## config.mk

```make
export PLATFORM = sky130hd
export DESIGN_NAME = emg_back
export DESIGN_NICKNAME = d
export VERILOG_FILES = /design/src/rtl/emg_pkg.sv /design/src/rtl/emg_back.sv
export SDC_FILE = /design/constraint.sdc
export NUM_CORES = 1
export LEC_CHECK = 0
export BUFFER_PORTS_ARGS = -buffer_cell sky130_fd_sc_hd__buf_4
export CORE_ASPECT_RATIO = 2
export CORE_UTILIZATION = 55
export DETAILED_ROUTE_END_ITERATION = 8
export PLACE_DENSITY = 0.87
export REMOVE_ABC_BUFFERS = 1
export SLEW_MARGIN = 10
export SYNTH_ARGS = -nofsm -noshare
export SYNTH_HDL_FRONTEND = slang
export SYNTH_SLANG_ARGS = --single-unit
```

## constraint.sdc

```tcl
create_clock -name clock -period 8.6 [get_ports clock]
set_input_delay 1.72 -clock clock [delete_from_list [all_inputs] [get_ports clock]]
set_output_delay 1.72 -clock clock [all_outputs]
set_load 0.01 [all_outputs]
```

## src/rtl/emg_pkg.sv

```systemverilog
`timescale 1ns / 1ps
// ----------------------------------------------------------------------------
// emg_pkg
// Shared constants, opcodes, register indexes and the queue word type for the
// EMG activity detector.
// ----------------------------------------------------------------------------
package emg_pkg;

   localparam int SAMPLE_BITS_DEF = 12;

   localparam int Q_FRAC   = 20;
   localparam int STATE_W  = 32;
   localparam int OUT_W    = 20;
   localparam int OUT_LSB  = STATE_W - OUT_W;
   localparam int GAIN_W   = 21;
   localparam int THR_W    = 12;
   localparam int OPCODE_W = 2;

   localparam logic [STATE_W-1:0] MID_LEVEL = 32'h8000_0000;
   localparam logic [GAIN_W-1:0]  ONE_GAIN  = 21'h10_0000;

   localparam logic [GAIN_W-1:0] SMOOTH_GAIN_RST = 21'd104858;
   localparam logic [GAIN_W-1:0] DRIFT_GAIN_RST  = 21'd1049;
   localparam logic [THR_W-1:0]  THRESHOLD_RST   = 12'd100;

   localparam logic [OPCODE_W-1:0] OP_MEASURE = 2'd0;
   localparam logic [OPCODE_W-1:0] OP_TRACK   = 2'd1;
   localparam logic [OPCODE_W-1:0] OP_CLEAR   = 2'd2;

   localparam int CSR_INDEX_W = 2;
   localparam int CSR_DATA_W  = GAIN_W;
   localparam logic [CSR_INDEX_W-1:0] CSR_SMOOTH_GAIN = 2'd0;
   localparam logic [CSR_INDEX_W-1:0] CSR_DRIFT_GAIN  = 2'd1;
   localparam logic [CSR_INDEX_W-1:0] CSR_THRESHOLD   = 2'd2;

   localparam int QUEUE_DEPTH = 2;
   localparam int QUEUE_PTR_W = $clog2(QUEUE_DEPTH);
   localparam int QUEUE_CNT_W = $clog2(QUEUE_DEPTH + 1);

   // word passed from the front to the back half
   typedef struct packed {
      logic               meas;
      logic [STATE_W-1:0] level;
      logic [STATE_W-1:0] rest;
   } entry_type;

endpackage

```

## src/rtl/emg_back.sv

```systemverilog
`timescale 1ns / 1ps
// ----------------------------------------------------------------------------
// emg_back
// Pops queue words, forms filtered level, activity and activation flag, and
// holds the result word in the output register.
// ----------------------------------------------------------------------------
module emg_back (
   input  logic                        clock,
   input  logic                        reset,
   input  logic                        pop_valid,
   input  emg_pkg::entry_type          pop_word,
   output logic                        pop,
   input  logic [emg_pkg::THR_W-1:0]   threshold,
   output logic                        rsp_valid,
   input  logic                        rsp_stall,
   output logic                        rsp_sample_valid,
   output logic [emg_pkg::OUT_W-1:0]   rsp_filtered_level,
   output logic [emg_pkg::OUT_W-1:0]   rsp_activity_level,
   output logic                        rsp_high_activation
);

   logic                        valid_ff, valid_in;
   logic                        meas_ff;
   logic [emg_pkg::OUT_W-1:0]   filtered_ff;
   logic [emg_pkg::OUT_W-1:0]   activity_ff;
   logic                        high_ff;
   logic [emg_pkg::STATE_W-1:0] act;
   logic [emg_pkg::STATE_W-1:0] thr_level;
   logic                        high;

   assign pop       = pop_valid && (!valid_ff || !rsp_stall);
   assign act       = (pop_word.level > pop_word.rest) ? (pop_word.level - pop_word.rest)
                                                       : '0;
   assign thr_level = emg_pkg::STATE_W'({threshold, {emg_pkg::Q_FRAC{1'b0}}});
   assign high      = (act > thr_level);

   always_comb begin
      valid_in = valid_ff;
      if (pop) begin
         valid_in = 1'b1;
      end else if (!rsp_stall) begin
         valid_in = 1'b0;
      end
   end

   always_ff @(posedge clock) begin
      if (reset) begin
         valid_ff <= 1'b0;
      end else begin
         valid_ff <= valid_in;
      end
   end

   always_ff @(posedge clock) begin
      if (pop) begin
         meas_ff     <= pop_word.meas;
         filtered_ff <= pop_word.meas ? pop_word.level[emg_pkg::STATE_W-1:emg_pkg::OUT_LSB]
                                      : '0;
         activity_ff <= pop_word.meas ? act[emg_pkg::STATE_W-1:emg_pkg::OUT_LSB] : '0;
         high_ff     <= pop_word.meas && high;
      end
   end

   assign rsp_valid           = valid_ff;
   assign rsp_sample_valid    = meas_ff;
   assign rsp_filtered_level  = filtered_ff;
   assign rsp_activity_level  = activity_ff;
   assign rsp_high_activation = high_ff;

endmodule

```

==> summary.txt <==
Timing
  – Fin Setup TNS: 0 ns
  – Final setup violation count: 0
  – RSZ-0062 raised after global routing: false
  – Fmax: 159.0 MHz
  – Final worst path period need: 6.290 ns
  – Final Skew: 0.006477 ns
  – Slew @ Worst Pin: 0.9871 ns
  – Fin crit share: 73.14%
  – Max Slew Vio Count: 0
  – Fin. Hold Viols: 0
  – Slew HR: 34.00%
  – Worst Setup Slack, final: 2.310 ns

Clocking
  – Sink Count: 43
  – Worst-Skew Late Latency: 0.29 ns
  – CTS buffer count: 5
  – Clk buf depth: 2
  – Setup Buffers After CTS: 0
  – CTS tree: done
  – Cts hold-fix bufs: 0
  – Post-cts resize count: 0
  – Clk slew on worst S/H paths: 0.06 ns
  – CTS H-tree lvls: 2
  – Root Buffer: clkbuf_16

Detailed routing
  – DR pass1 iterations: 6
  – Routed len/inst: 18.56 um
  – Routed Antenna Nets: 0
  – # DRC: 0
  – 1st-iter DRT viols: 242
  – Via Count: 3946
  – Drt total wl: 12470 um
  – Vias/cell: 5.872

Synthesis
  – Post-synth EDFFs: 42
  – Synthesized instance count: 459
  – Post-Syn Area per Cell: 8.960 um2
  – Flops & latches, synth: 43
  – Async set or reset register ratio after synthesis: 0%
  – Ys flop type: edfxtp_1
  – Ys Warns: 0
  – Compound-Gate Fraction of Synth Area: 21.87%
  – Mapped Area: 4113 um2
  – Seq/Total Area, Yosys: 31.15%
  – Netlist cell types: 74
  – Largest family of logic cells by synthesized area: compound AO/OA/AOI/OAI gates
  – Synth Area in Adders: 13.87%
  – Synth Area in XOR/XNOR: 3.833%
  – Post-synthesis mux area share: 1.765%
  – Synth Area in Simple Gates: 20.81%

Worst hold path
  – Hold path depth: 2
  – WHS Endpoint: rsp_valid$_SDFFE_PP0P_
  – Hold Startpoint: rsp_valid$_SDFFE_PP0P_
  – Hold crit path type: reg -> reg

Worst setup path
  – Critical Path AT: 6.33 ns
  – Startpoint Class: input pin
  – Register-to-register setup slack: 7.25 ns
  – Worst reg2reg path startpoint: rsp_valid$_SDFFE_PP0P_
  – Critical Path Fanout Max: 14
  – Setup Crit Path Kind: in -> reg
  – Required time worst endpoint: 8.64 ns
  – Cell depth of the worst flop-to-flop path: 2
  – Crit end category: flop
  – Worst reg2reg endpoint: rsp_high_activation$_DFFE_PP_

Pwr
  – P_leak: 2.492 nW
  – Total power: 0.7340 mW
  – Worst VDD drop: 0.00007221 V
  – Pwr dens: 140.1 nW/um2

Placement
  – Routability Congestion: 0.9699
  – Port Buf Inserts: 124
  – DP HPWL: 10570 um
  – Pre-CTS WS: 2.101 ns
  – DP Area: 5101 um2

Floorplan
  – Row cnt: 44
  – Die W: 63.15 um
  – Die Area: 7848 um2
  – Starting Density: 56.59%
  – I/O Pins: 125
  – Core area: 7267 um2
  – Chip height: 124.3 um

GRT
  – Global-route wire length before repair: 19750 um
  – Gr usage total: 33.25%
  – Total grt overflow: 0
  – Initial antenna violation count: 0
  – Vias in the first global route: 4209
  – Largest net degree at the start of global routing: 43

Cells and area
  – Area grow syn2layout: 27.38%
  – Core Util, Final: 72.09%
  – Layout cell share with drive strength beyond 1: 28.10%
  – Layout net count: 705
  – Design area: 5239 um2
  – Antenna cells: 0
  – Filler Cell Count: 625

Outcome
  – Status: finished, final reports clean

Job
  – Max Cap Viol: 0
synthesized netlist by cell type, drive strengths merged, types with 3 or more instances:
library cell   n  share of area [%]
o21a           7                1.3
inv           53                4.8
nor2b          4               0.61
o311ai         4                1.3
nand4          9                1.4
and3           3               0.49
a21o           7                1.3
clkbuf         4               0.36
o21bai         5               0.91
a211o          7                1.5
and4           3               0.70
a21oi         38                5.3
buf            8                1.5
or3            4               0.73
edfxtp        42                 31
xnor2          9                1.9
nand2         27                2.5
xor2           9                1.9
nand2b         7                1.1
o31ai          6                1.8
nand3         11                1.5
nor3          11                1.5
o21ai         19                2.7
and2          23                3.5
ha            44                 13
mux2i          5                1.2
nor4           3               0.46
a211oi         4               0.97
nor2          51                4.7
worst max path at each step:
stage | cells after the start | startpoint | end | slack, ns
after floorplan | 1 | pop_valid | pop | 1.85
after detailed placement | 20 | pop_word[11] | rsp_high_activation$_DFFE_PP_ | 2.10
after global routing | 20 | pop_word[9] | rsp_high_activation$_DFFE_PP_ | 1.91
after global placement | 20 | pop_word[11] | rsp_high_activation$_DFFE_PP_ | 2.25
final | 20 | pop_word[11] | rsp_high_activation$_DFFE_PP_ | 2.31
after CTS | 20 | pop_word[11] | rsp_high_activation$_DFFE_PP_ | 2.33
stage by stage:
stage | instances | hold WS, ns
after CTS | 672 | 0.5806
after global routing | 672 | 0.6210
after detailed placement | 664 | 0.5729
after floorplan | 447 | 0.5345
final | 672 | 0.5755
after global placement | 664 | 0.5425
cell type report:
cell class,instances,area (um2),area share [%]
Clock inverter,1,5.005,0.09553
Inverter,53,198.9,3.797
Tap cell,92,115.1,2.197
Timing Repair Buffer,125,938.4,17.91
Clock buffer,7,132.6,2.532
Multi-Input combinational cell,351,2567,49.01
Sequential cell,43,1281,24.46
sequential cells by signal (all words and copies together) (netlist names):
register             flops
rsp_high_activation      1
rsp_valid                1
rsp_activity_level      20
rsp_filtered_level      20
rsp_sample_valid         1
critical path, stage by stage:
cell and delay (ns):
buf_4 0.07, inv_1 0.03, ha_1 0.38, a21oi_1 0.33, o21ai_2 0.17, a221o_1 0.35
nor3_2 0.24, o21ai_2 0.12, o21ai_2 0.49, nor2_1 0.10, mux2_1 0.32, ha_1 0.31
nand4_1 0.11, nor3_1 0.35, nor3b_1 0.28, nand4_1 0.15, a2111oi_2 0.29, nand4_1 0.14
nor4_1 0.29, nor2_1 0.07
layout by cell type (no fill, tap or decap), drive strengths merged, types with 6 or more instances in the layout:
cell type | Yosys | layout
a211o | 7 | 7
a21o | 7 | 7
a21oi | 38 | 38
and2 | 23 | 23
buf | 8 | 125
clkbuf | 4 | 7
edfxtp | 42 | 42
ha | 44 | 44
inv | 53 | 53
nand2 | 27 | 27
nand2b | 7 | 7
nand3 | 11 | 11
nand4 | 9 | 9
nor2 | 51 | 51
nor3 | 11 | 11
o21a | 7 | 7
o21ai | 19 | 19
o31ai | 6 | 6
xnor2 | 9 | 9
xor2 | 9 | 9
report_power, final:
group          internal [mW]  total [mW]  switching (mW)  leakage [nW]
Sequential             0.249       0.254         0.00517         0.427
Combinational          0.127       0.295           0.169          2.00
Clock                  0.107       0.185          0.0774        0.0679
cells by family after synthesis:
logic type / after synthesis
fa+ha+maj: 45
mux: 7
xor+xnor: 18
simple gates: 164
compound gates: 117
flops: 43
buf+inv: 65
metal layers:
| layer | global-route usage (%) | wire, um | up-vias |
|---|---|---|---|
| li1 | - | - | 1892 |
| met1 | 27.28 | 3674 | 1857 |
| met2 | 67.62 | 7621 | 142 |
| met3 | 3.755 | 375 | 55 |
| met4 | 23.39 | 801 | 0 |
| met5 | 0 | 0 | - |
Power figures use the tool's default switching activity.
