==> config.mk <==
export PLATFORM = sky130hd
export DESIGN_NAME = emg_queue
export DESIGN_NICKNAME = d
export VERILOG_FILES = /design/src/rtl/emg_pkg.sv /design/src/rtl/emg_queue.sv
export SDC_FILE = /design/constraint.sdc
export NUM_CORES = 1
export LEC_CHECK = 0
export BUFFER_PORTS_ARGS = -buffer_cell sky130_fd_sc_hd__clkbuf_2
export CAP_MARGIN = 0
export CORE_UTILIZATION = 40
export CTS_BUF_LIST = sky130_fd_sc_hd__clkbuf_4 sky130_fd_sc_hd__clkbuf_8
export CTS_CLUSTER_SIZE = 16
export DETAILED_ROUTE_END_ITERATION = 16
export REMOVE_ABC_BUFFERS = 1
export SKIP_LAST_GASP = 1
export SLEW_MARGIN = 30
export SYNTH_ARGS = -nofsm -noshare
export SYNTH_HDL_FRONTEND = slang
export SYNTH_SLANG_ARGS = --single-unit
export TNS_END_PERCENT = 30
==> constraint.sdc <==
create_clock -name clock -period 9.4 [get_ports clock]
set_clock_uncertainty 0.1 [all_clocks]
set_input_delay 2.82 -clock clock [delete_from_list [all_inputs] [get_ports clock]]
set_output_delay 2.82 -clock clock [all_outputs]
set_load 0.005 [all_outputs]
==> src/rtl/emg_pkg.sv <==
`timescale 1ns / 1ps
// ----------------------------------------------------------------------------
// emg_pkg
// Shared constants, opcodes, register indexes and the queue word type for the
// EMG activity detector.
// ----------------------------------------------------------------------------
package emg_pkg;

   localparam int SAMPLE_BITS_DEF = 12;

   localparam int Q_FRAC   = 20;
   localparam int STATE_W  = 32;
   localparam int OUT_W    = 20;
   localparam int OUT_LSB  = STATE_W - OUT_W;
   localparam int GAIN_W   = 21;
   localparam int THR_W    = 12;
   localparam int OPCODE_W = 2;

   localparam logic [STATE_W-1:0] MID_LEVEL = 32'h8000_0000;
   localparam logic [GAIN_W-1:0]  ONE_GAIN  = 21'h10_0000;

   localparam logic [GAIN_W-1:0] SMOOTH_GAIN_RST = 21'd104858;
   localparam logic [GAIN_W-1:0] DRIFT_GAIN_RST  = 21'd1049;
   localparam logic [THR_W-1:0]  THRESHOLD_RST   = 12'd100;

   localparam logic [OPCODE_W-1:0] OP_MEASURE = 2'd0;
   localparam logic [OPCODE_W-1:0] OP_TRACK   = 2'd1;
   localparam logic [OPCODE_W-1:0] OP_CLEAR   = 2'd2;

   localparam int CSR_INDEX_W = 2;
   localparam int CSR_DATA_W  = GAIN_W;
   localparam logic [CSR_INDEX_W-1:0] CSR_SMOOTH_GAIN = 2'd0;
   localparam logic [CSR_INDEX_W-1:0] CSR_DRIFT_GAIN  = 2'd1;
   localparam logic [CSR_INDEX_W-1:0] CSR_THRESHOLD   = 2'd2;

   localparam int QUEUE_DEPTH = 2;
   localparam int QUEUE_PTR_W = $clog2(QUEUE_DEPTH);
   localparam int QUEUE_CNT_W = $clog2(QUEUE_DEPTH + 1);

   // word passed from the front to the back half
   typedef struct packed {
      logic               meas;
      logic [STATE_W-1:0] level;
      logic [STATE_W-1:0] rest;
   } entry_type;

endpackage

==> src/rtl/emg_queue.sv <==
`timescale 1ns / 1ps
// ----------------------------------------------------------------------------
// emg_queue
// Small register FIFO between the front and back halves.
// ----------------------------------------------------------------------------
module emg_queue (
   input  logic               clock,
   input  logic               reset,
   input  logic               push,
   input  emg_pkg::entry_type push_word,
   input  logic               pop,
   output logic               pop_valid,
   output emg_pkg::entry_type pop_word,
   output logic               full
);

   emg_pkg::entry_type               mem_ff [emg_pkg::QUEUE_DEPTH];
   logic [emg_pkg::QUEUE_PTR_W-1:0]  wr_ptr_ff, wr_ptr_in;
   logic [emg_pkg::QUEUE_PTR_W-1:0]  rd_ptr_ff, rd_ptr_in;
   logic [emg_pkg::QUEUE_CNT_W-1:0]  count_ff, count_in;

   localparam logic [emg_pkg::QUEUE_PTR_W-1:0] LAST_PTR =
      emg_pkg::QUEUE_PTR_W'(emg_pkg::QUEUE_DEPTH - 1);
   localparam logic [emg_pkg::QUEUE_CNT_W-1:0] FULL_CNT =
      emg_pkg::QUEUE_CNT_W'(emg_pkg::QUEUE_DEPTH);

   assign pop_valid = (count_ff != '0);
   assign full      = (count_ff == FULL_CNT);
   assign pop_word  = mem_ff[rd_ptr_ff];

   always_comb begin
      wr_ptr_in = wr_ptr_ff;
      rd_ptr_in = rd_ptr_ff;
      count_in  = count_ff;
      if (push) begin
         wr_ptr_in = (wr_ptr_ff == LAST_PTR) ? '0 : wr_ptr_ff + 1'b1;
      end
      if (pop) begin
         rd_ptr_in = (rd_ptr_ff == LAST_PTR) ? '0 : rd_ptr_ff + 1'b1;
      end
      if (push && !pop) begin
         count_in = count_ff + 1'b1;
      end else if (pop && !push) begin
         count_in = count_ff - 1'b1;
      end
   end

   always_ff @(posedge clock) begin
      if (reset) begin
         wr_ptr_ff <= '0;
         rd_ptr_ff <= '0;
         count_ff  <= '0;
      end else begin
         wr_ptr_ff <= wr_ptr_in;
         rd_ptr_ff <= rd_ptr_in;
         count_ff  <= count_in;
      end
   end

   always_ff @(posedge clock) begin
      if (push) begin
         mem_ff[wr_ptr_ff] <= push_word;
      end
   end

endmodule

==> run metrics, run 1 <==
slowest stage delay, CP 0.75 ns; hold buffers post-CTS 0; Area contributors post-synth edfxtp_1, mux2_2, dfxtp_1; most frequent cell after synthesis edfxtp_1; Reg2Reg Depth 2; vias per inst about 4.7; Placed Cells about 500; clock sinks 135; Setup CP Type reg -> out; routed len/inst between 15 and 20 um; # IOs approximately 140; Max-slew headroom 0.5661; Detail Route Antenna Nets 0; post-layout minimum cycle time between 5 and 6 ns; Initial Util 0.4092; Static Leak 2.306 nW; clock slew at reported path FFs 0.07 ns; Setup Fix Bufs, Post-CTS 0; Flop pwr share 0.584; final worst slack roughly 4.2 ns; # DRC 0; Critical Path Sink Type primary output; H-tree depth 4; slowest library cell on the worst path dfxtp_2; share of post-route cells with drive strength above 1 0.6010; Post-Place Setup Slack about 4.5 ns; Worst Tran Pin Value around 0.65 ns; GRT Residual Overflow 0; Post-Route Utilization 0.5033; fmax 191.2 MHz; Worst Setup Start Kind flip-flop; Non-Filler Instances approximately 530; Critical Path AT about 2.3 ns; first-pass GRT wire length ~13,000 um; Final setup violation count 0; initial DRC count approximately 150; cts repair resizes 0; area leader, netlist edfxtp_1; Port Buf Inserts 135; clk buf depth 2; drt pass-1 iters 5; area fraction of the dominant cell type after synthesis 0.7943; Synth Instances roughly 220; number of flops mapped to enable cells by yosys between 100 and 150; initial antenna violation count 0; Die H 112.8 um; YS warnings 0; DP HPWL 5357 um; worst endpoint required time approximately 6.5 ns; Pwr Total 1.223 mW; R2R setup slack ~7.4 ns; ant diodes 0; largest net degree at the start of global routing 47; Mean Syn Cell Area 21.94 sq um; routability cong. 0.6603; Seq/Total Area, Yosys 0.8147; area of the core 12,010 sq um; sw frac 0.2192; CTS Buf Count 17; Slew Limit Fails 0; Clk pwr share 0.313; synth cell count leaders edfxtp_1, mux2_2, buf_6, dfxtp_1, nor2_1; CTS tree yes; Cells on Worst Hold Path 2; status finished, final reports clean; Mapped Area just under 5000 sq um; TNS Setup 0 ns; wirelength, routed between 8000 and 9000 um; clk_lat worst skew 0.43 ns; P_sw approximately 0.27 mW; Yosys cell types 18; Area Overhead vs Synth 23.01%; vias 2,492; async set-reset flop share out of synthesis 0; row cnt 40; Post-synth top flop edfxtp_1; root buf cell clkbuf_8; logic gate share of total power 0.103; Yosys reg bits 135; Final nets 444; peak supply drop approximately 0.12 mV; Total GRT Usage 0.1444; CP Max Fanout 39; vias in the first global route 2,640; crit-path cells buf_4 > mux2_2 > clkbuf_2; RSZ-0062 raised after global routing false; P_int between 0.9 and 1 mW; die footprint 12,730 sq um; fin crit share 0.5564; max cap viols 0; PwrDens ~200 nW/um^2; min-delay worst type reg -> reg; Hold Vio Cnt, Final 0; Die W between 100 and 150 um
-- per-layer routing --
layer	part of all wire	global-route usage
met1	0.44	0.1693
met2	0.48	0.2276
met3	0.066	0.05785
met4	0.018	0.08000
met5	0	0
-- power groups by stage --
stage               Sequential, mW  Clock, mW  Combinational (mW)
floorplan                    0.730          0              0.0617
global placement             0.726          0               0.127
detailed placement           0.729          0               0.129
CTS                          0.716      0.397               0.130
global route                 0.718      0.424               0.138
finish                       0.715      0.383               0.126
-- worst max-delay path: cells and delay by family, from the launching register on --
kind	cells	cell delay, ns
flops	1	0.75
buf+inv	2	0.70
mux	1	0.42
-- cell type report --
| type | instances | area (sq um) |
|---|---|---|
| timing repair buffer | 138 | 698.2 |
| sequential | 135 | 4005 |
| inverter | 1 | 3.754 |
| tap | 147 | 183.9 |
| multi-input combinational | 81 | 847.1 |
| fill | 1014 | 5966 |
| clock inverter | 9 | 36.28 |
| clock buffer | 22 | 271.5 |
-- worst paths after layout --
| kind | start | to |
|---|---|---|
| setup / recovery | flip-flop | pop_word[17] |
| hold / removal | count_ff[1]$_SDFFE_PP0P_ | count_ff[1]$_SDFFE_PP0P_ |
| setup reg to reg | wr_ptr_ff$_SDFFE_PP0P_ | mem_ff[1][3]$_DFFE_PP_ |
| hold reg to reg | count_ff[1]$_SDFFE_PP0P_ | count_ff[1]$_SDFFE_PP0P_ |
-- kinds of logic after synthesis --
family          count (synthesis)  synth area share
flops                         135            0.8147
mux                            65            0.1489
simple gates                    9          0.009931
xor+xnor                        4          0.007130
compound gates                  2          0.002035
fa+ha+maj                       1          0.002545
buf+inv                         8           0.01476
-- layout by cell type, fill, tap and decap left out --
cell / Yosys / layout
clkbuf_8: 0 / 17
clkinv_1: 0 / 7
buf_4: 1 / 3
or3_1: 1 / 1
mux2_2: 65 / 65
or2_2: 1 / 1
dfxtp_1: 5 / 4
edfxtp_1: 130 / 130
nor2_1: 4 / 4
a21oi_1: 1 / 1
inv_1: 1 / 1
xnor2_1: 2 / 2
clkinv_2: 0 / 2
clkbuf_4: 0 / 5
nor2b_4: 0 / 1
ha_1: 1 / 1
and2b_2: 1 / 1
dfxtp_2: 0 / 1
and2_2: 0 / 1
o21ai_0: 1 / 1
clkbuf_2: 0 / 135
xor2_1: 2 / 2
-- sequential cells by signal (all words and copies together) (netlist names), named ones only --
name / count
rd_ptr_ff: 1
count_ff: 2
wr_ptr_ff: 1
mem_ff: 130
-- metrics by stage --
step	hold slack, ns	instance area (sq um)
after CTS	0.4170	6046
after global routing	0.4546	6046
after detailed placement	0.4013	5738
after global placement	0.3760	5738
final	0.4137	6046
after floorplan	0.3564	4846
Power figures use the tool's default switching activity.
==> run 2, diff against run 1 <==
--- a/config.mk
+++ b/config.mk
@@ -5,12 +5,14 @@
 export SDC_FILE = /design/constraint.sdc
 export NUM_CORES = 1
 export LEC_CHECK = 0
+export ABC_AREA = 1
 export BUFFER_PORTS_ARGS = -buffer_cell sky130_fd_sc_hd__clkbuf_2
 export CAP_MARGIN = 0
 export CORE_UTILIZATION = 40
 export CTS_BUF_LIST = sky130_fd_sc_hd__clkbuf_4 sky130_fd_sc_hd__clkbuf_8
 export CTS_CLUSTER_SIZE = 16
 export DETAILED_ROUTE_END_ITERATION = 16
+export PLACE_DENSITY = 0.66
 export REMOVE_ABC_BUFFERS = 1
 export SKIP_LAST_GASP = 1
 export SLEW_MARGIN = 30
==> constraint.sdc (replaced) <==
create_clock -name clock -period 4.75 [get_ports clock]
set_clock_uncertainty 0.1 [all_clocks]
set_input_delay 1.425 -clock clock [delete_from_list [all_inputs] [get_ports clock]]
set_output_delay 1.425 -clock clock [all_outputs]
set_load 0.005 [all_outputs]
==> run 2 against run 1 <==
Effect of this change:
- worst setup slack got worse by 3.1 ns
- sequential power rose by 97%
- highest routed layer unchanged
- core utilization rose by 1.6 points
- final area rose by 5.4%
- sequential cell count did not move
- synthesized area rose by 4.2%
- total power rose by 110%
- sequential share of layout area fell by 3.4 points
- via count rose by 3.8%
==> run metrics, run 2 <==
Detail Route Antenna Nets 0 (unchanged); CTS tree yes (unchanged); Total GRT Usage 0.1355 (was 0.1444); routed len/inst 14.85 um (was 15.96 um); Yosys reg bits 135 (unchanged); vias per inst 4.545 (was 4.675); wirelength, routed 8450 um (was 8508 um); Die W 115.2 um (was 112.8 um); Mapped Area 5122 sq um (was 4915 sq um); peak supply drop 0.2470 mV (was 0.1212 mV); GRT Residual Overflow 0 (unchanged); YS warnings 0 (unchanged); Crit Reg-Reg Startpoint wr_ptr_ff$_SDFFE_PP0P_ (unchanged); post-layout minimum cycle time 3.649 ns; Area contributors post-synth edfxtp_1, mux2_4, mux2_2 (was edfxtp_1, mux2_2, dfxtp_1); hold buffers post-CTS 0 (unchanged); most frequent cells in the layout clkbuf_2, edfxtp_1, mux2_4 (was clkbuf_2, edfxtp_1, mux2_2); Yosys cell types 16 (was 18); cts repair resizes 0 (unchanged); DP HPWL 5611 um (was 5357 um); Critical Path Sink Type primary output (unchanged); routability cong. 0.6547 (was 0.6603); vias in the first global route 2,734 (was 2,640); crit-path cells buf_4 > mux2_2 > clkbuf_2 (unchanged); Seq/Total Area, Yosys 0.7816 (was 0.8147); CP Max Fanout 38 (was 39); Synth Instances 235 (was 224); most frequent cell after synthesis edfxtp_1 (unchanged); area of the core 12,260 sq um (was 12,010 sq um); Register Area 4008 sq um (was 4005 sq um); Crit path max-delay family flip-flops (unchanged); worst endpoint required time 3.22 ns (was 6.48 ns); Critical Path AT 2.12 ns (was 2.31 ns); Cells on Worst Hold Path 2 (unchanged); Port Buf Inserts 135 (unchanged); Final nets 458 (was 444); ant diodes 0 (unchanged); Post-Place Setup Slack 1.507 ns (was 4.542 ns); synth cell count leaders edfxtp_1, mux2_4, mux2_2, inv_1 (was edfxtp_1, mux2_2, buf_6, dfxtp_1, nor2_1); die footprint 13,260 sq um (was 12,730 sq um); Mean Syn Cell Area 21.80 sq um (was 21.94 sq um); initial antenna violation count 0 (unchanged); Die H 115.2 um (was 112.8 um); # DRC 0 (unchanged); Pwr Total 2.566 mW (was 1.223 mW); area of the multi-input gates 1020 sq um (was 847.1 sq um); H-tree depth 4 (unchanged); hold slack 0.4095 ns (was 0.4137 ns); R2R setup slack 2.86 ns (was 7.40 ns); Biggest register mem_ff (unchanged); clock slew at reported path FFs 0.07 ns (about the same); vias 2,586 (was 2,492); Max-slew headroom 0.4661 (was 0.5661); first-pass GRT wire length 12,830 um (was 13,140 um); TNS Setup 0 ns (unchanged); fmax between 200 and 300 MHz; PwrDens 402.7 nW/um^2 (was 202.3 nW/um^2); area leader, netlist edfxtp_1 (unchanged); Worst Setup Start Kind flip-flop (unchanged); Static Leak 2.571 nW (was 2.306 nW); Final setup violation count 0 (unchanged); Area Overhead vs Synth 24.43% (was 23.01%); drt pass-1 iters 4 (was 5); max FFs per register 130 (unchanged); FILL cells 1,020 (was 1,014); Setup Fix Bufs, Post-CTS 0 (unchanged); Reg2Reg Depth 3 (was 2); most common cell after layout, fill and taps aside clkbuf_2 (unchanged); Worst Tran Pin Value 0.7997 ns (was 0.6509 ns); worst hold start rd_ptr_ff$_SDFFE_PP0P_ (was count_ff[1]$_SDFFE_PP0P_); largest net degree at the start of global routing 39 (was 47); area fraction of the dominant cell type after synthesis 0.7621 (was 0.7943); min-delay worst type reg -> reg (unchanged); fin crit share 0.7682; Hold Vio Cnt, Final 0 (unchanged); clock sinks 135 (unchanged); root buf cell clkbuf_8 (unchanged); Top Registers mem_ff x130, count_ff x2 (unchanged); row cnt 40 (unchanged); async set-reset flop share out of synthesis 0 (unchanged); CTS Buf Count 17 (unchanged); RR Endpoint mem_ff[1][36]$_DFFE_PP_ (was mem_ff[1][3]$_DFFE_PP_); share of post-route cells with drive strength above 1 0.5985 (was 0.6010); max cap viols 0 (unchanged); # IOs 136 (unchanged); Setup CP Type reg -> out (unchanged); Slew Limit Fails 0 (unchanged); Post-synth top flop edfxtp_1 (unchanged); slowest stage delay, CP 0.79 ns (was 0.75 ns); CP Buf/Inv Count 2 (unchanged); Initial Util 0.4178 (was 0.4092); slowest library cell on the worst path dfxtp_4 (was dfxtp_2); RSZ-0062 raised after global routing false (unchanged); number of flops mapped to enable cells by yosys 130 (unchanged); clk_lat worst skew 0.43 ns (about the same); initial DRC count 100 (was 147); status finished, final reports clean (unchanged); final worst slack 1.101 ns (was 4.170 ns); clk buf depth 2 (unchanged)
==> run 2: cell types whose count changed after synthesis, sizes merged, moves of 2 or more <==
| cell | previous run | this run |
|---|---|---|
| inv | 1 | 9 |
| nand2 | 0 | 6 |
| nor2 | 4 | 6 |
| xor2 | 2 | 0 |
==> run 2: worst min-delay path, delay by kind of cell (launching register included) <==
family,cells,cell delay [ns]
xor gates and xnor gates,1,0.08
DFF,1,0.33
and+or+nand+nor,1,0.07
==> run 2: cell type report <==
cell class,count,share of cell area
inverters,9,0.005300
repair buffers,141,0.1131
flip-flops and latches,135,0.6288
well taps,168,0.03298
clock buffers,22,0.04358
multi-input cells,84,0.1600
clock inverters,10,0.01629
==> run 2: how the worst max path moves through the flow <==
stage | from | to | slack [ns] | depth (start not counted)
5_1_grt | flip-flop | pop_word[52] | 0.93 | 3
3_3_place_gp | flip-flop | pop_word[44] | 1.51 | 3
6_report | flip-flop | pop_word[44] | 1.10 | 3
4_1_cts | flip-flop | pop_word[44] | 1.02 | 3
2_1_floorplan | push | mem_ff[0][0]$_DFFE_PP_ | -0.03 | 2
3_5_place_dp | flip-flop | pop_word[44] | 1.51 | 3
==> run 2: through the flow <==
stage,utilization,std cells,instance area [sq um]
final,0.5198,569,6374
after global routing,0.5198,569,6374
after CTS,0.5198,569,6374
after global placement,0.4887,537,5992
after floorplan,-,228,5050
after detailed placement,0.4887,537,5992
==> run 2: cell families (layout without fill, tap and decap cells) <==
kind of cell,Yosys count,in the layout,share of synthesized area
XOR/XNOR,1,1,0.001710
multiplexers,65,65,0.1795
AO/OA/AOI/OAI,2,2,0.001952
flip-flops,135,135,0.7816
adder cells (fa/ha/maj),1,1,0.002442
buffers and inverters,16,182,0.02076
AND/OR/NAND/NOR,15,15,0.01197
==> run 2: report_power, final <==
part / internal (mW) / switching (mW)
combinational: 0.151 / 0.109
sequential: 1.38 / 0.0319
clock: 0.496 / 0.402
==> run 2: layer usage <==
metal,vias to the layer above,share of wire,GRT usage
li1,1217,-,-
met1,1259,0.39,0.1343
met2,92,0.51,0.2333
met3,18,0.073,0.06431
met4,0,0.025,0.07619
met5,-,0,0
==> run 3, diff against run 2 <==
--- a/config.mk
+++ b/config.mk
@@ -12,7 +12,6 @@
 export CTS_BUF_LIST = sky130_fd_sc_hd__clkbuf_4 sky130_fd_sc_hd__clkbuf_8
 export CTS_CLUSTER_SIZE = 16
 export DETAILED_ROUTE_END_ITERATION = 16
-export PLACE_DENSITY = 0.66
 export REMOVE_ABC_BUFFERS = 1
 export SKIP_LAST_GASP = 1
 export SLEW_MARGIN = 30
==> constraint.sdc (replaced) <==
create_clock -name clock -period 3.4 [get_ports clock]
set_clock_uncertainty 0.1 [all_clocks]
set_input_delay 1.02 -clock clock [delete_from_list [all_inputs] [get_ports clock]]
set_output_delay 1.02 -clock clock [all_outputs]
set_load 0.005 [all_outputs]
==> run 3 against run 2 <==
Effect of this change:
- global-route usage shrank 0.076 points
- via count is 0.31% lower
- core utilization increased by 0.21 points
- register-to-register slack got worse by 0.91 ns
- final cell count unchanged
- sequential share of layout area down 0.26 points
- combinational power rose by 45%
- critical path type unchanged
==> run metrics, run 3 (synthesized netlist as in run 2, its figures left out) <==
status finished, final reports clean (unchanged); slowest stage delay, CP 0.66 ns (was 0.79 ns); routability cong. 0.7304 (was 0.6547); Pwr Total 3.644 mW (was 2.566 mW); max cap viols 0 (unchanged); largest net degree at the start of global routing 43 (was 39); Port Buf Inserts 135 (unchanged); worst hold start rd_ptr_ff$_SDFFE_PP0P_ (unchanged); most frequent cells in the layout clkbuf_2, edfxtp_1, mux2_4 (unchanged); area of the core 12,260 sq um (unchanged); Top Registers mem_ff x130, count_ff x2 (unchanged); Critical Path AT 1.92 ns (was 2.12 ns); initial antenna violation count 0 (unchanged); Area after DPL 6005 sq um (was 5992 sq um); Reg2Reg Depth 3 (unchanged); Final Instance Area 6400 sq um (was 6374 sq um); CTS tree yes (unchanged); clock sinks 135 (unchanged); post-layout minimum cycle time 3.039 ns; clk_lat worst skew 0.43 ns (about the same); Total GRT Usage 0.1347 (was 0.1355); Crit Reg-Reg Startpoint wr_ptr_ff$_SDFFE_PP0P_ (unchanged); DP HPWL 5536 um (was 5611 um); Crit path max-delay family flip-flops (unchanged); vias per inst 4.531 (was 4.545); peak supply drop 0.3049 mV (was 0.2470 mV); CP Buf/Inv Count 2 (unchanged); PwrDens 569.4 nW/um^2 (was 402.7 nW/um^2); Slew Limit Fails 0 (unchanged); Worst Tran Pin Value 0.5778 ns (was 0.7997 ns); Critical Path Sink Type primary output (unchanged); vias 2,578 (was 2,586); Static Leak 2.587 nW (was 2.571 nW); Area Overhead vs Synth 24.94% (was 24.43%); min-delay worst type reg -> reg (unchanged); hold buffers post-CTS 0 (unchanged); vias in the first global route 2,643 (was 2,734); CTS Buf Count 17 (unchanged); worst endpoint required time 2.28 ns (was 3.22 ns); cts repair resizes 0 (unchanged); Placed Cells 537 (unchanged); Cells on Worst Hold Path 2 (unchanged); Worst Setup Start Kind flip-flop (unchanged); Hold Vio Cnt, Final 0 (unchanged); Max-slew headroom 0.6148 (was 0.4661); Final setup violation count 0 (unchanged); RR Endpoint mem_ff[1][13]$_DFFE_PP_ (was mem_ff[1][36]$_DFFE_PP_); clk buf depth 2 (unchanged); Setup Fix Bufs, Post-CTS 0 (unchanged); # IOs 136 (unchanged); # DRC 0 (unchanged); share of post-route cells with drive strength above 1 0.5960 (was 0.5985); drt pass-1 iters 4 (unchanged); Final nets 458 (unchanged); Initial Util 0.4178 (unchanged); Detail Route Antenna Nets 0 (unchanged); Die W 115.2 um (unchanged); Die H 115.2 um (unchanged); GRT Residual Overflow 0 (unchanged); Biggest register mem_ff (unchanged); first-pass GRT wire length 12,630 um (was 12,830 um); clock slew at reported path FFs 0.07 ns (about the same); wirelength, routed 8450 um (unchanged); max FFs per register 130 (unchanged); Setup CP Type reg -> out (unchanged); crit-path cells buf_12 > mux2_2 > clkbuf_2 (was buf_4 > mux2_2 > clkbuf_2); fmax approximately 330 MHz; most common cell after layout, fill and taps aside clkbuf_2 (unchanged); H-tree depth 4 (unchanged); Non-Filler Instances 569 (unchanged); initial DRC count 81 (was 100); row cnt 40 (unchanged); ant diodes 0 (unchanged); fin crit share 0.8937; root buf cell clkbuf_8 (unchanged); CP Max Fanout 29 (was 38); slowest library cell on the worst path dfxtp_4 (unchanged); R2R setup slack 1.95 ns (was 2.86 ns); die footprint 13,260 sq um (unchanged); RSZ-0062 raised after global routing false (unchanged); Post-Route Utilization 0.5219 (was 0.5198); routed len/inst 14.85 um (unchanged)
==> run 3: worst min-delay path: stages (launching register included) <==
cell	delay (ns)
dfxtp_1	0.32
xnor2_1	0.08
nor2_1	0.09
==> run 3: final cells by class <==
cell class	instances	area [sq um]
repair buffers	141	733.2
fillers	1021	5862
well taps	168	210.2
clock inverters	11	131.4
inverters	9	33.78
clock buffers	21	264.0
flip-flops and latches	135	4008
multi-input cells	84	1020
==> run 3: where the power goes <==
group | leakage, nW | switching, mW | internal [mW]
logic | 1.12 | 0.162 | 0.214
registers | 1.26 | 0.0375 | 1.92
clock network | 0.210 | 0.561 | 0.746
total | 2.59 | 0.761 | 2.88
==> run 3: layer usage <==
metal  vias up  track usage  share of wire
met2        94       0.2221           0.50
met4         0      0.08052          0.024
met1      1247       0.1397           0.41
li1       1221            -              -
met3        16      0.06484          0.072
met5         -            0              0
==> run 3: worst max path at each step <==
stage	from	to	slack (ns)	cells after the start
after floorplan	push	mem_ff[0][0]$_DFFE_PP_	-0.98	2
after global placement	flip-flop	pop_word[50]	0.79	3
after detailed placement	flip-flop	pop_word[50]	0.77	3
after CTS	flip-flop	pop_word[50]	0.27	3
after global routing	flip-flop	pop_word[45]	0.25	3
final	flip-flop	pop_word[50]	0.36	3
==> run 3: stage by stage <==
stage / hold slack (ns) / worst slack (ns) / TNS (ns)
global route: 0.5071 / 0.2471 / 0
CTS: 0.4250 / 0.2673 / 0
finish: 0.4231 / 0.3613 / 0
global placement: 0.3956 / 0.7893 / 0
floorplan: 0.3799 / -0.9757 / -95.60
detailed placement: 0.4107 / 0.7690 / 0
